[config.mk]
export PLATFORM = sky130hd
export DESIGN_NAME = decimal_integer_formatter_unit
export DESIGN_NICKNAME = d
export VERILOG_FILES = /design/src/sv/dif_pkg.sv /design/src/sv/dif_datapath.sv /design/src/sv/dif_ctrl.sv /design/src/sv/decimal_integer_formatter_unit.sv
export VERILOG_INCLUDE_DIRS = /design/src /design/src/sv
export SDC_FILE = /design/constraint.sdc
export NUM_CORES = 1
export LEC_CHECK = 0
export ABC_AREA = 1
export BUFFER_PORTS_ARGS = -buffer_cell sky130_fd_sc_hd__buf_4
export CORE_ASPECT_RATIO = 1.75
export CORE_MARGIN = 2
export CORE_UTILIZATION = 40
export CTS_BUF_LIST = sky130_fd_sc_hd__clkbuf_4 sky130_fd_sc_hd__clkbuf_8
export CTS_CLUSTER_DIAMETER = 200
export DETAILED_ROUTE_END_ITERATION = 7
export GPL_TIMING_DRIVEN = 0
export PLACE_DENSITY_LB_ADDON = 0.05
export RECOVER_POWER = 100
export SLEW_MARGIN = 20
export SYNTH_ARGS = -nofsm -noshare
export SYNTH_HDL_FRONTEND = slang
export SYNTH_SLANG_ARGS = --single-unit
[constraint.sdc]
create_clock -name clk_i -period 3.65 [get_ports clk_i]
set_input_delay 0.365 -clock clk_i [delete_from_list [all_inputs] [get_ports clk_i]]
set_output_delay 0.365 -clock clk_i [all_outputs]
set_load 0.005 [all_outputs]
[src/sv/decimal_integer_formatter_unit_defines.svh]
// Assertion macros used by the formatter datapath (dif_datapath).
// Clocked by clk_i; the first form is disabled while rst_ni is low.
`ifndef DECIMAL_INTEGER_FORMATTER_UNIT_DEFINES_SVH
`define DECIMAL_INTEGER_FORMATTER_UNIT_DEFINES_SVH
`ifndef ASSERT_OFF
`define DIF_ASSERT(lbl, prop) \
  lbl: assert property (@(posedge clk_i) disable iff (!rst_ni) prop) \
    else $error("dif assertion failed");
`define DIF_ASSERT_ALWAYS(lbl, prop) \
  lbl: assert property (@(posedge clk_i) prop) \
    else $error("dif assertion failed");
`else
`define DIF_ASSERT(lbl, prop)
`define DIF_ASSERT_ALWAYS(lbl, prop)
`endif
`endif

[src/sv/dif_pkg.sv]
`timescale 1ns / 1ps
`default_nettype none

package dif_pkg;

  // Conversion kinds
  localparam logic [1:0] KIND_SDEC    = 2'd0;
  localparam logic [1:0] KIND_UDEC    = 2'd1;
  localparam logic [1:0] KIND_CHAR    = 2'd2;
  localparam logic [1:0] KIND_PERCENT = 2'd3;

  // ASCII codes
  localparam logic [7:0] CH_MINUS   = 8'h2D;
  localparam logic [7:0] CH_PLUS    = 8'h2B;
  localparam logic [7:0] CH_ZERO    = 8'h30;
  localparam logic [7:0] CH_SPACE   = 8'h20;
  localparam logic [7:0] CH_PERCENT = 8'h25;

  localparam int MAX_WIDTH   = 64;
  localparam int VALUE_W     = 32;
  localparam int WIDTH_W     = 7;
  localparam int NUM_DIGITS  = 10;
  localparam int BCD_W       = 4 * NUM_DIGITS;
  localparam int BITS_PER_STEP = 2;
  localparam int CONV_STEPS  = VALUE_W / BITS_PER_STEP;
  localparam int STEP_W      = $clog2(CONV_STEPS);
  localparam int IDX_W       = $clog2(NUM_DIGITS);

  typedef enum logic [1:0] {
    CSEL_SPACE,
    CSEL_SIGN,
    CSEL_DIGIT,
    CSEL_CHAR
  } char_sel_e;

  // controller -> datapath
  typedef struct packed {
    logic      load;
    logic      conv;
    logic      prep;
    logic      push;
    logic      last;
    char_sel_e sel;
    logic      dec_pad;
    logic      dec_idx;
  } dp_cmd_t;

  // datapath -> controller
  typedef struct packed {
    logic       conv_done;
    logic [1:0] kind;
    logic       has_sign;
    logic       left_just;
    logic       pad_zero;
    logic       pad_one;
    logic       idx_zero;
    logic       slot_free;
  } dp_sts_t;

endpackage

`default_nettype wire

[src/sv/dif_datapath.sv]
`timescale 1ns / 1ps
`default_nettype none
`include "decimal_integer_formatter_unit_defines.svh"

module dif_datapath (
  input  wire                  clk_i,
  input  wire                  rst_ni,
  input  wire  [1:0]           kind_i,
  input  wire  [31:0]          value_i,
  input  wire                  force_plus_i,
  input  wire                  left_justify_i,
  input  wire  [6:0]           pad_width_i,
  input  wire  dif_pkg::dp_cmd_t cmd_i,
  output dif_pkg::dp_sts_t     sts_o,
  output logic [7:0]           out_char_o,
  output logic                 last_o,
  output logic                 out_valid_o,
  input  wire                  out_ready_i
);
  import dif_pkg::*;

  logic [1:0]         kind_q;
  logic               neg_q, sign_q, lj_q;
  logic [WIDTH_W-1:0] width_q;
  logic [7:0]         chr_q;
  logic [VALUE_W-1:0] mag_q, mag_d;
  logic [BCD_W-1:0]   bcd_q, bcd_d;
  logic [STEP_W-1:0]  step_q;
  logic [WIDTH_W-1:0] pad_q;
  logic [IDX_W-1:0]   idx_q;
  logic               out_valid_q, last_q;
  logic [7:0]         out_char_q;

  logic               in_neg;
  logic [IDX_W-1:0]   ndig;
  logic [IDX_W:0]     len;
  logic [WIDTH_W-1:0] pad_calc;
  logic [3:0]         cur_dig;
  logic [7:0]         char_d;
  logic               slot_free;

  // one shift-and-add-3 step
  function automatic logic [BCD_W+VALUE_W-1:0] dabble(input logic [BCD_W+VALUE_W-1:0] s);
    logic [BCD_W+VALUE_W-1:0] t;
    t = s;
    for (int i = 0; i < NUM_DIGITS; i++) begin
      if (t[VALUE_W + 4*i +: 4] >= 4'd5) begin
        t[VALUE_W + 4*i +: 4] = t[VALUE_W + 4*i +: 4] + 4'd3;
      end
    end
    return {t[BCD_W+VALUE_W-2:0], 1'b0};
  endfunction

  always_comb begin
    logic [BCD_W+VALUE_W-1:0] s;
    s = dabble(dabble({bcd_q, mag_q}));
    bcd_d = s[BCD_W+VALUE_W-1:VALUE_W];
    mag_d = s[VALUE_W-1:0];
  end

  // count of significant digits, at least one
  always_comb begin
    ndig = IDX_W'(1);
    for (int i = 1; i < NUM_DIGITS; i++) begin
      if (bcd_q[4*i +: 4] != 4'd0) begin
        ndig = IDX_W'(i + 1);
      end
    end
  end

  assign len      = {1'b0, ndig} + {{IDX_W{1'b0}}, sign_q};
  assign pad_calc = (width_q > WIDTH_W'(len)) ? (width_q - WIDTH_W'(len)) : '0;
  assign in_neg   = (kind_i == KIND_SDEC) && value_i[VALUE_W-1];
  assign cur_dig  = bcd_q[4*idx_q +: 4];
  assign slot_free = !out_valid_q || out_ready_i;

  always_comb begin
    case (cmd_i.sel)
      CSEL_SPACE: char_d = CH_SPACE;
      CSEL_SIGN:  char_d = neg_q ? CH_MINUS : CH_PLUS;
      CSEL_DIGIT: char_d = CH_ZERO | {4'd0, cur_dig};
      CSEL_CHAR:  char_d = chr_q;
      default:    char_d = CH_SPACE;
    endcase
  end

  // item registers, no reset needed
  always_ff @(posedge clk_i) begin
    if (cmd_i.load) begin
      kind_q  <= kind_i;
      neg_q   <= in_neg;
      sign_q  <= (kind_i == KIND_SDEC) && (in_neg || force_plus_i);
      lj_q    <= left_justify_i;
      width_q <= (kind_i != KIND_SDEC) ? '0 :
                 (pad_width_i > WIDTH_W'(MAX_WIDTH)) ? WIDTH_W'(MAX_WIDTH) : pad_width_i;
      chr_q   <= (kind_i == KIND_PERCENT) ? CH_PERCENT : value_i[7:0];
      mag_q   <= in_neg ? (~value_i + 32'd1) : value_i;
      bcd_q   <= '0;
    end else if (cmd_i.conv) begin
      mag_q   <= mag_d;
      bcd_q   <= bcd_d;
    end
    if (cmd_i.push) begin
      out_char_q <= char_d;
      last_q     <= cmd_i.last;
    end
  end

  always_ff @(posedge clk_i or negedge rst_ni) begin
    if (!rst_ni) begin
      step_q      <= '0;
      pad_q       <= '0;
      idx_q       <= '0;
      out_valid_q <= 1'b0;
    end else begin
      if (cmd_i.load) begin
        step_q <= '0;
      end else if (cmd_i.conv) begin
        step_q <= step_q + STEP_W'(1);
      end
      if (cmd_i.prep) begin
        pad_q <= pad_calc;
        idx_q <= ndig - IDX_W'(1);
      end else begin
        if (cmd_i.dec_pad) begin
          pad_q <= pad_q - WIDTH_W'(1);
        end
        if (cmd_i.dec_idx) begin
          idx_q <= idx_q - IDX_W'(1);
        end
      end
      if (cmd_i.push) begin
        out_valid_q <= 1'b1;
      end else if (out_ready_i) begin
        out_valid_q <= 1'b0;
      end
    end
  end

  always_comb begin
    sts_o.conv_done = (step_q == STEP_W'(CONV_STEPS - 1));
    sts_o.kind      = kind_q;
    sts_o.has_sign  = sign_q;
    sts_o.left_just = lj_q;
    sts_o.pad_zero  = (pad_q == '0);
    sts_o.pad_one   = (pad_q == WIDTH_W'(1));
    sts_o.idx_zero  = (idx_q == '0);
    sts_o.slot_free = slot_free;
  end

  assign out_char_o  = out_char_q;
  assign last_o      = last_q;
  assign out_valid_o = out_valid_q;

  `DIF_ASSERT(a_push_into_free_slot, cmd_i.push |-> slot_free)
  `DIF_ASSERT(a_bcd_cleared_on_load, cmd_i.load |=> (bcd_q == '0 && step_q == '0))
  `DIF_ASSERT(a_ndig_range, cmd_i.prep |-> (ndig >= IDX_W'(1) && ndig <= IDX_W'(NUM_DIGITS)))
  `DIF_ASSERT(a_pad_no_underflow, cmd_i.dec_pad |-> (pad_q != '0))
  `DIF_ASSERT(a_idx_no_underflow, cmd_i.dec_idx |-> (idx_q != '0))

endmodule

`default_nettype wire

[src/sv/dif_ctrl.sv]
`timescale 1ns / 1ps
`default_nettype none

module dif_ctrl (
  input  wire                clk_i,
  input  wire                rst_ni,
  input  wire                in_valid_i,
  input  wire  [1:0]         kind_i,
  output logic               in_ready_o,
  input  wire  dif_pkg::dp_sts_t sts_i,
  output dif_pkg::dp_cmd_t   cmd_o
);
  import dif_pkg::*;

  typedef enum logic [2:0] {
    ST_IDLE,
    ST_CONV,
    ST_PREP,
    ST_PAD_PRE,
    ST_SIGN,
    ST_DIG,
    ST_PAD_POST,
    ST_CHR
  } state_e;

  state_e state_q, state_d;

  always_comb begin
    state_d       = state_q;
    cmd_o         = '0;
    cmd_o.sel     = CSEL_SPACE;
    in_ready_o    = 1'b0;
    case (state_q)
      ST_IDLE: begin
        in_ready_o = 1'b1;
        if (in_valid_i) begin
          cmd_o.load = 1'b1;
          state_d = (kind_i == KIND_SDEC || kind_i == KIND_UDEC) ? ST_CONV : ST_CHR;
        end
      end
      ST_CONV: begin
        cmd_o.conv = 1'b1;
        if (sts_i.conv_done) begin
          state_d = ST_PREP;
        end
      end
      ST_PREP: begin
        cmd_o.prep = 1'b1;
        if (sts_i.kind == KIND_SDEC && !sts_i.left_just) begin
          state_d = ST_PAD_PRE;
        end else if (sts_i.has_sign) begin
          state_d = ST_SIGN;
        end else begin
          state_d = ST_DIG;
        end
      end
      ST_PAD_PRE: begin
        if (sts_i.pad_zero) begin
          state_d = sts_i.has_sign ? ST_SIGN : ST_DIG;
        end else if (sts_i.slot_free) begin
          cmd_o.push    = 1'b1;
          cmd_o.sel     = CSEL_SPACE;
          cmd_o.dec_pad = 1'b1;
        end
      end
      ST_SIGN: begin
        if (sts_i.slot_free) begin
          cmd_o.push = 1'b1;
          cmd_o.sel  = CSEL_SIGN;
          state_d    = ST_DIG;
        end
      end
      ST_DIG: begin
        if (sts_i.slot_free) begin
          cmd_o.push = 1'b1;
          cmd_o.sel  = CSEL_DIGIT;
          cmd_o.last = sts_i.idx_zero && sts_i.pad_zero;
          if (!sts_i.idx_zero) begin
            cmd_o.dec_idx = 1'b1;
          end else if (sts_i.pad_zero) begin
            state_d = ST_IDLE;
          end else begin
            state_d = ST_PAD_POST;
          end
        end
      end
      ST_PAD_POST: begin
        if (sts_i.slot_free) begin
          cmd_o.push    = 1'b1;
          cmd_o.sel     = CSEL_SPACE;
          cmd_o.last    = sts_i.pad_one;
          cmd_o.dec_pad = 1'b1;
          if (sts_i.pad_one) begin
            state_d = ST_IDLE;
          end
        end
      end
      ST_CHR: begin
        if (sts_i.slot_free) begin
          cmd_o.push = 1'b1;
          cmd_o.sel  = CSEL_CHAR;
          cmd_o.last = 1'b1;
          state_d    = ST_IDLE;
        end
      end
      default: begin
        state_d = ST_IDLE;
      end
    endcase
  end

  always_ff @(posedge clk_i or negedge rst_ni) begin
    if (!rst_ni) begin
      state_q <= ST_IDLE;
    end else begin
      state_q <= state_d;
    end
  end

endmodule

`default_nettype wire

[src/sv/decimal_integer_formatter_unit.sv]
`timescale 1ns / 1ps
`default_nettype none

// Formats one printf-style integer conversion per input transaction and
// streams the resulting ASCII characters out one per output transaction,
// with last_o set on the final character. kind_i selects signed decimal
// (optional '-' or forced '+', space padding to pad_width_i on the left, or
// on the right when left_justify_i is set, width saturated at 64), unsigned
// decimal (digits only), a single character (low byte of value_i) or '%'.
// The most negative signed value prints as -2147483648. Decimal kinds run a
// binary-to-BCD conversion (two shift-and-add-3 steps per cycle), then size
// the field, then emit one character per cycle whenever the output register
// is free; no new input is taken until the last character has been pushed.
// Character and percent kinds skip conversion and push their single character.
// The output register lets the next input be taken while the final
// character still waits on out_ready_i.

module decimal_integer_formatter_unit (
  input  wire         clk_i,
  input  wire         rst_ni,
  input  wire         in_valid_i,
  output logic        in_ready_o,
  input  wire  [1:0]  kind_i,
  input  wire  [31:0] value_i,
  input  wire         force_plus_i,
  input  wire         left_justify_i,
  input  wire  [6:0]  pad_width_i,
  output logic        out_valid_o,
  input  wire         out_ready_i,
  output logic [7:0]  out_char_o,
  output logic        last_o
);
  import dif_pkg::*;

  dp_cmd_t cmd;  // controller commands
  dp_sts_t sts;  // datapath status

  // sequencing: conversion, field sizing, pad / sign / digits / pad phases, single character
  dif_ctrl u_ctrl (
    .clk_i      (clk_i),
    .rst_ni     (rst_ni),
    .in_valid_i (in_valid_i),
    .kind_i     (kind_i),
    .in_ready_o (in_ready_o),
    .sts_i      (sts),
    .cmd_o      (cmd)
  );

  // item registers, BCD converter, counters and output register
  dif_datapath u_dp (
    .clk_i          (clk_i),
    .rst_ni         (rst_ni),
    .kind_i         (kind_i),
    .value_i        (value_i),
    .force_plus_i   (force_plus_i),
    .left_justify_i (left_justify_i),
    .pad_width_i    (pad_width_i),
    .cmd_i          (cmd),
    .sts_o          (sts),
    .out_char_o     (out_char_o),
    .last_o         (last_o),
    .out_valid_o    (out_valid_o),
    .out_ready_i    (out_ready_i)
  );

endmodule

`default_nettype wire
# After elaboration in Yosys (flattened, before gate mapping)
# Cells that the tools add are included.
# totals
reg_bits	120
inputBits	47
out_inout_bits	11
elab_cells	199
# op_classes
addsub	27
magnitude_cmp	22
n_eq_ne	23
n_shift	1
muxes	78
bitwise_logic	1
n_reduce_logical	31
# ops
cell	n
$mux 4	27
$mux 32	3
$ge 4x3->1 const B	20
$add 4x2->4 const B	18
$mux 3	20
$shiftx 40x7->4	1
$reduce_bool 4->1	9
$add 32x1->32 const B	1
$not 32->32	1
$pmux 8 s4	1
$mux 7	4
$pmux 3 s8	1
$mux 1	15
$ne 2x1->1 const B	7
$eq 3x3->1 const B	4
$pmux 2 s5	1
$reduce_bool 2->1	5
$reduce_and 9->1	1
$sub 4x1->4 const B	2
$eq 7x1->1 const B	1
$gt 7x5->1	1
$gt 7x7->1 const B	1
$logic_not 7->1	1
$sub 7x1->7 const B	1
other kinds (22)	37

# Longest topological paths before layout
# depth
ltp_word	14
ltp_mapped	25
mapped_depth_nobuf	25

# Hierarchy
# A second synthesis with hierarchy kept.
# unflattened
cells_unflattened	1148
hier_area_um2	8458.1
# modules_own_cells
module	instances	cells_each	area_per_inst_um2	seq_area_each_um2
dif_datapath	1	1077	8046.5	3032.9
dif_ctrl	1	71	411.6	75.1

# Least setup slack after synthesis
# Ideal clock, no wire load.
# synth_path
path_kind	register to register
start	reg u_dp.bcd_q[8]
end	reg u_dp.pad_q[1]
setup_time_ns	0.065
arrival_time_ns	2.897
required_ns	3.585
slack_ns	0.688
path_stages_with_launch	26
path_buffers	0
period_less_slack_ns	2.962
cell_sequence	dfxtp_1 -> inv_1 -> ha_1 -> nand2_1 -> nor2_1 -> nand2_1 -> nand2_1 -> nand2_1 -> nand2_1 -> nand2_1 -> nand2_1 -> nand2_1 -> nand2_1 -> inv_1 -> ha_1 -> ha_1 -> xor2_1 -> ha_1 -> nand3_1 -> nand2_1 -> nand4_1 -> a311oi_4 -> nand2_1 -> nand2_1 -> nand2_1 -> nand2_1
# synth_between
elab_chain_cells	13
elab_cells_between_ends	14
classes_between	2 x add/sub; 1 x order compare; 10 x mux; 1 x reduce/logical
# synth_rtl
item	line	rtl
start: declaration	dif_datapath.sv:27	logic [BCD_W-1:0] bcd_q, bcd_d;
start signal: assignment	dif_datapath.sv:98	bcd_q <= '0;
start signal: assignment	dif_datapath.sv:101	bcd_q <= bcd_d;
$reduce_bool 4->1 *	dif_datapath.sv:65	if (bcd_q[4*i +: 4] != 4'd0) begin
$mux 2 *	dif_datapath.sv:65	
$mux 3 * (4 in series)	dif_datapath.sv:65	
$mux 4 * (3 in series)	dif_datapath.sv:65	
$add 4x1->5 *	dif_datapath.sv:71	assign len = {1'b0, ndig} + {{IDX_W{1'b0}}, sign_q};
$sub 7x5->7 / $gt 7x5->1 (equally long branches)	dif_datapath.sv:72	assign pad_calc = (width_q > WIDTH_W'(len)) ? (width_q - WIDTH_W'(len)) : '0;
$mux 7 *	dif_datapath.sv:72	
$mux 7 *	dif_datapath.sv:121	if (cmd_i.prep) begin
end signal: assignment	dif_datapath.sv:122	pad_q <= pad_calc;
end signal: assignment	dif_datapath.sv:126	pad_q <= pad_q - WIDTH_W'(1);
end: declaration	dif_datapath.sv:29	logic [WIDTH_W-1:0] pad_q;
# Mark *: on every way between the ends. The rest lies on a longest branch, timed or not.
# A chain may end at the register's enable or synchronous reset.

# Worst setup path after layout
# layout_path
start	reg u_dp.bcd_q[9]
end	reg u_dp.pad_q[1]
# The elaborated chain is that of the path after synthesis.

==> impl_metrics.json <==
{
  "outcome": "completed",
  "final_core_util_pct": 46.8,
  "hold_path_end": "u_dp.lj_q$_DFFE_PP_",
  "yosysTopAreaCellShare_pct": 21.8,
  "grt_max_degree": 42,
  "p_total_uw": 9120,
  "n_fill_cell": 2181,
  "powerDensity_mw_per_mm2": 939,
  "clock.fmax_mhz": 293,
  "antenna_found_initial": 0,
  "hold_violations": 0,
  "cts_made_buffers": 17,
  "pwr-share-seq_pct": 27.8,
  "period_minus_slack_ns": 3.41,
  "num_vias": 7717,
  "critPathMostFrequentCell": "nand2_1",
  "synth-seq-cells": 120,
  "ir_drop_mv": 0.369,
  "worstPathMaxFanout": 7,
  "synth.area.top_cells": "edfxtp_1 (22%), nand2_1 (11%), dfxtp_1 (9.5%)",
  "clock_latency_ns": 0.46,
  "start_kind": "flip-flop",
  "postSynthAreaPerCell_um2": 7.26,
  "p_sw_share_pct": 48.6,
  "arrival_ns": 3.81,
  "critPathRequiredTime_ns": 4.05,
  "cts_root_buf": "clkbuf_8",
  "worstRegToRegCells": 25,
  "hp-start": "left_justify_i",
  "routabilityCongestion": 0.862,
  "die_h_um": 196,
  "io_buffers": 57,
  "syn-num-nets": 1262,
  "period_share_pct": 93.4,
  "die_x_um": 114,
  "finalInstanceArea_mm2": 0.00971,
  "ctsLongestPathBuffers": 2,
  "timing.rr.start": "u_dp.bcd_q[9]$_SDFFE_PP0P_",
  "postRouteAntennaNets": 0,
  "final_max_slew_viol_count": 0,
  "reg2reg_to": "u_dp.pad_q[1]$_DFFE_PN0P_",
  "synth_cell_type_count": 48,
  "yosysTopAreaCell": "edfxtp_1",
  "placed_area_mm2": 0.00917,
  "drc": 0,
  "internal_power_uw": 4680,
  "layout_setup_ws_ns": 0.240,
  "async_reset_ff_share_pct": 15.8,
  "cts_tree": "done",
  "hold_slack_ns": 0.107,
  "hold_depth": 1,
  "ios": 58,
  "synth.yosys.seq_area_share_pct": 36.9,
  "crit_type": "flip-flop to flip-flop",
  "p_comb_share_pct": 57.0,
  "p_switching_uw": 4430,
  "layout.nets": 1345,
  "max_cap_violations": 0,
  "diodes": 0,
  "synth_edf_count": 61,
  "yosys_warnings": 0,
  "synthMostInstantiatedCell": "nand2_1",
  "hold_class": "primary input to flip-flop",
  "reg2reg_slack_ns": 0.24,
  "tightest_slew_ns": 1.25,
  "drive_gt1_share_pct": 10.8,
  "drtIter0Drc": 307,
  "rows": 70,
  "post-place-ws_ns": 0.0106,
  "grt_pass1_wl_mm": 38.6,
  "setup.worst_path.start": "u_dp.bcd_q[9]$_SDFFE_PP0P_",
  "drt_first_pass_iters": 5,
  "start_util_pct": 40.5,
  "core_mm2": 0.0208,
  "pwr-share-clk_pct": 15.2,
  "slowest_delay_ns": 0.46,
  "syn-cell-area_mm2": 0.00841,
  "critPathSlowestCell": "a311oi_4",
  "relSlewSlack_pct": 16.3,
  "grtUsageTotal_pct": 22.3,
  "synth-main-ff-cell": "edfxtp_1",
  "first_global_vias": 7752,
  "dpl.hpwl_mm": 18.3,
  "clk_pin_slew_ns": 0.08,
  "wirelength_mm": 23.7,
  "area_growth_pct": 15.4,
  "total_leakage_power_uw": 0.00445,
  "setup_viol": 0,
  "viasPerCell": 5.12,
  "wl_per_cell_um": 15.7,
  "yosys-top-cells-count": "nand2_1 (257), inv_1 (161), nor2_1 (121)",
  "syn-instance-count": 1159,
  "finClkSkew_ns": 0.00947,
  "grt-ovfl-total": 0,
  "endpoint_kind": "flip-flop",
  "h-tree-depth": 4,
  "die-area_mm2": 0.0223,
  "cts_sinks": 120
}
## worst max-delay path by stage
stage	slack (ns)	depth (start not counted)	endpoint
detailed placement	0.01	25	u_dp.pad_q[1]$_DFFE_PN0P_
CTS	0.003	25	u_dp.pad_q[1]$_DFFE_PN0P_
finish	0.24	25	u_dp.pad_q[1]$_DFFE_PN0P_
global route	-0.004	25	u_dp.pad_q[0]$_DFFE_PN0P_
global placement	0.02	23	u_dp.pad_q[1]$_DFFE_PN0P_
floorplan	0.69	25	u_dp.pad_q[1]$_DFFE_PN0P_
## power by group through the flow
stage | clock network [uW] | registers (uW) | logic [uW]
CTS | 1410 | 2510 | 5230
detailed placement | 0 | 2540 | 5200
finish | 1380 | 2530 | 5200
floorplan | 0 | 2410 | 3820
global placement | 0 | 2540 | 5130
global route | 1460 | 2600 | 6040
## per-layer routing
layer | global-route usage (%) | vias up | share of wire (%)
met5 | 0 | - | 0
met4 | 10.3 | 0 | 3.6
met3 | 3.61 | 49 | 2.9
met2 | 43.1 | 146 | 55
met1 | 23.0 | 3536 | 39
li1 | - | 3986 | -
## critical path: cells and delay by family (launching register included)
family / cells / cell delay [ns]
AO/OA/AOI/OAI: 1 / 0.46
buffers and inverters: 2 / 0.12
flip-flops: 1 / 0.37
AND/OR/NAND/NOR: 17 / 1.40
adder cells (fa/ha/maj): 4 / 0.79
XOR/XNOR: 1 / 0.20
## cell usage in the layout, fill, tap and decap left out, types with 11 or more instances in the layout
master / n
nand2_1: 255
inv_1: 159
o21ai_0: 136
nor2_1: 123
edfxtp_1: 61
nand3_1: 58
a21oi_1: 50
ha_1: 50
buf_4: 47
xor2_1: 42
dfxtp_1: 33
o21ai_1: 24
clkbuf_1: 22
dfrtp_1: 19
clkbuf_8: 18
o211ai_1: 14
clkbuf_4: 13
o22ai_1: 13
nor3_1: 11
## metrics by stage
step | cells | setup TNS [ns]
floorplan | 1159 | 0
global placement | 1468 | 0
detailed placement | 1469 | 0
CTS | 1502 | 0
global route | 1507 | -0.00647
finish | 1507 | 0
## cell type report
class | count | area [um^2] | area share, %
clock buffer | 18 | 248 | 2.55
tap | 252 | 315 | 3.25
buffer | 27 | 119 | 1.22
sequential | 120 | 3120 | 32.2
inverter | 170 | 643 | 6.62
clock inverter | 14 | 196 | 2.02
timing repair buffer | 64 | 464 | 4.78
multi-input combinational | 842 | 4600 | 47.4
## sequential cells by signal, summed over array words and instances, names as in the netlist
signal,flops
u_ctrl.state_q,3
u_dp.mag_q,32
u_dp.lj_q,1
u_dp.width_q,7
u_dp.kind_q,2
u_dp.pad_q,7
u_dp.last_o,1
u_dp.neg_q,1
u_dp.out_valid_o,1
u_dp.out_char_o,8
u_dp.sign_q,1
u_dp.bcd_q,40
u_dp.step_q,4
u_dp.idx_q,4
u_dp.chr_q,8
## what timing repair did
item / in CTS / in global routing
endpoints found under the setup margin: 0 / 7
resized for setup: 0 / 30
hold buffers: 1 / 0
hold endpoints to repair: 19 / 0
buffers inserted: 0 / 5
## kinds of logic after synthesis
group | Yosys count | share of synthesized area, %
AOI/OAI and AO/OA | 256 | 16.7
adders and majority gates | 56 | 8.42
DFF | 120 | 36.9
and+or+nand+nor | 479 | 23.6
other | 1 | 0.0446
buffers and inverters | 197 | 9.13
xor gates and xnor gates | 50 | 5.21
No activity file was read; power rests on OpenSTA's default activity.
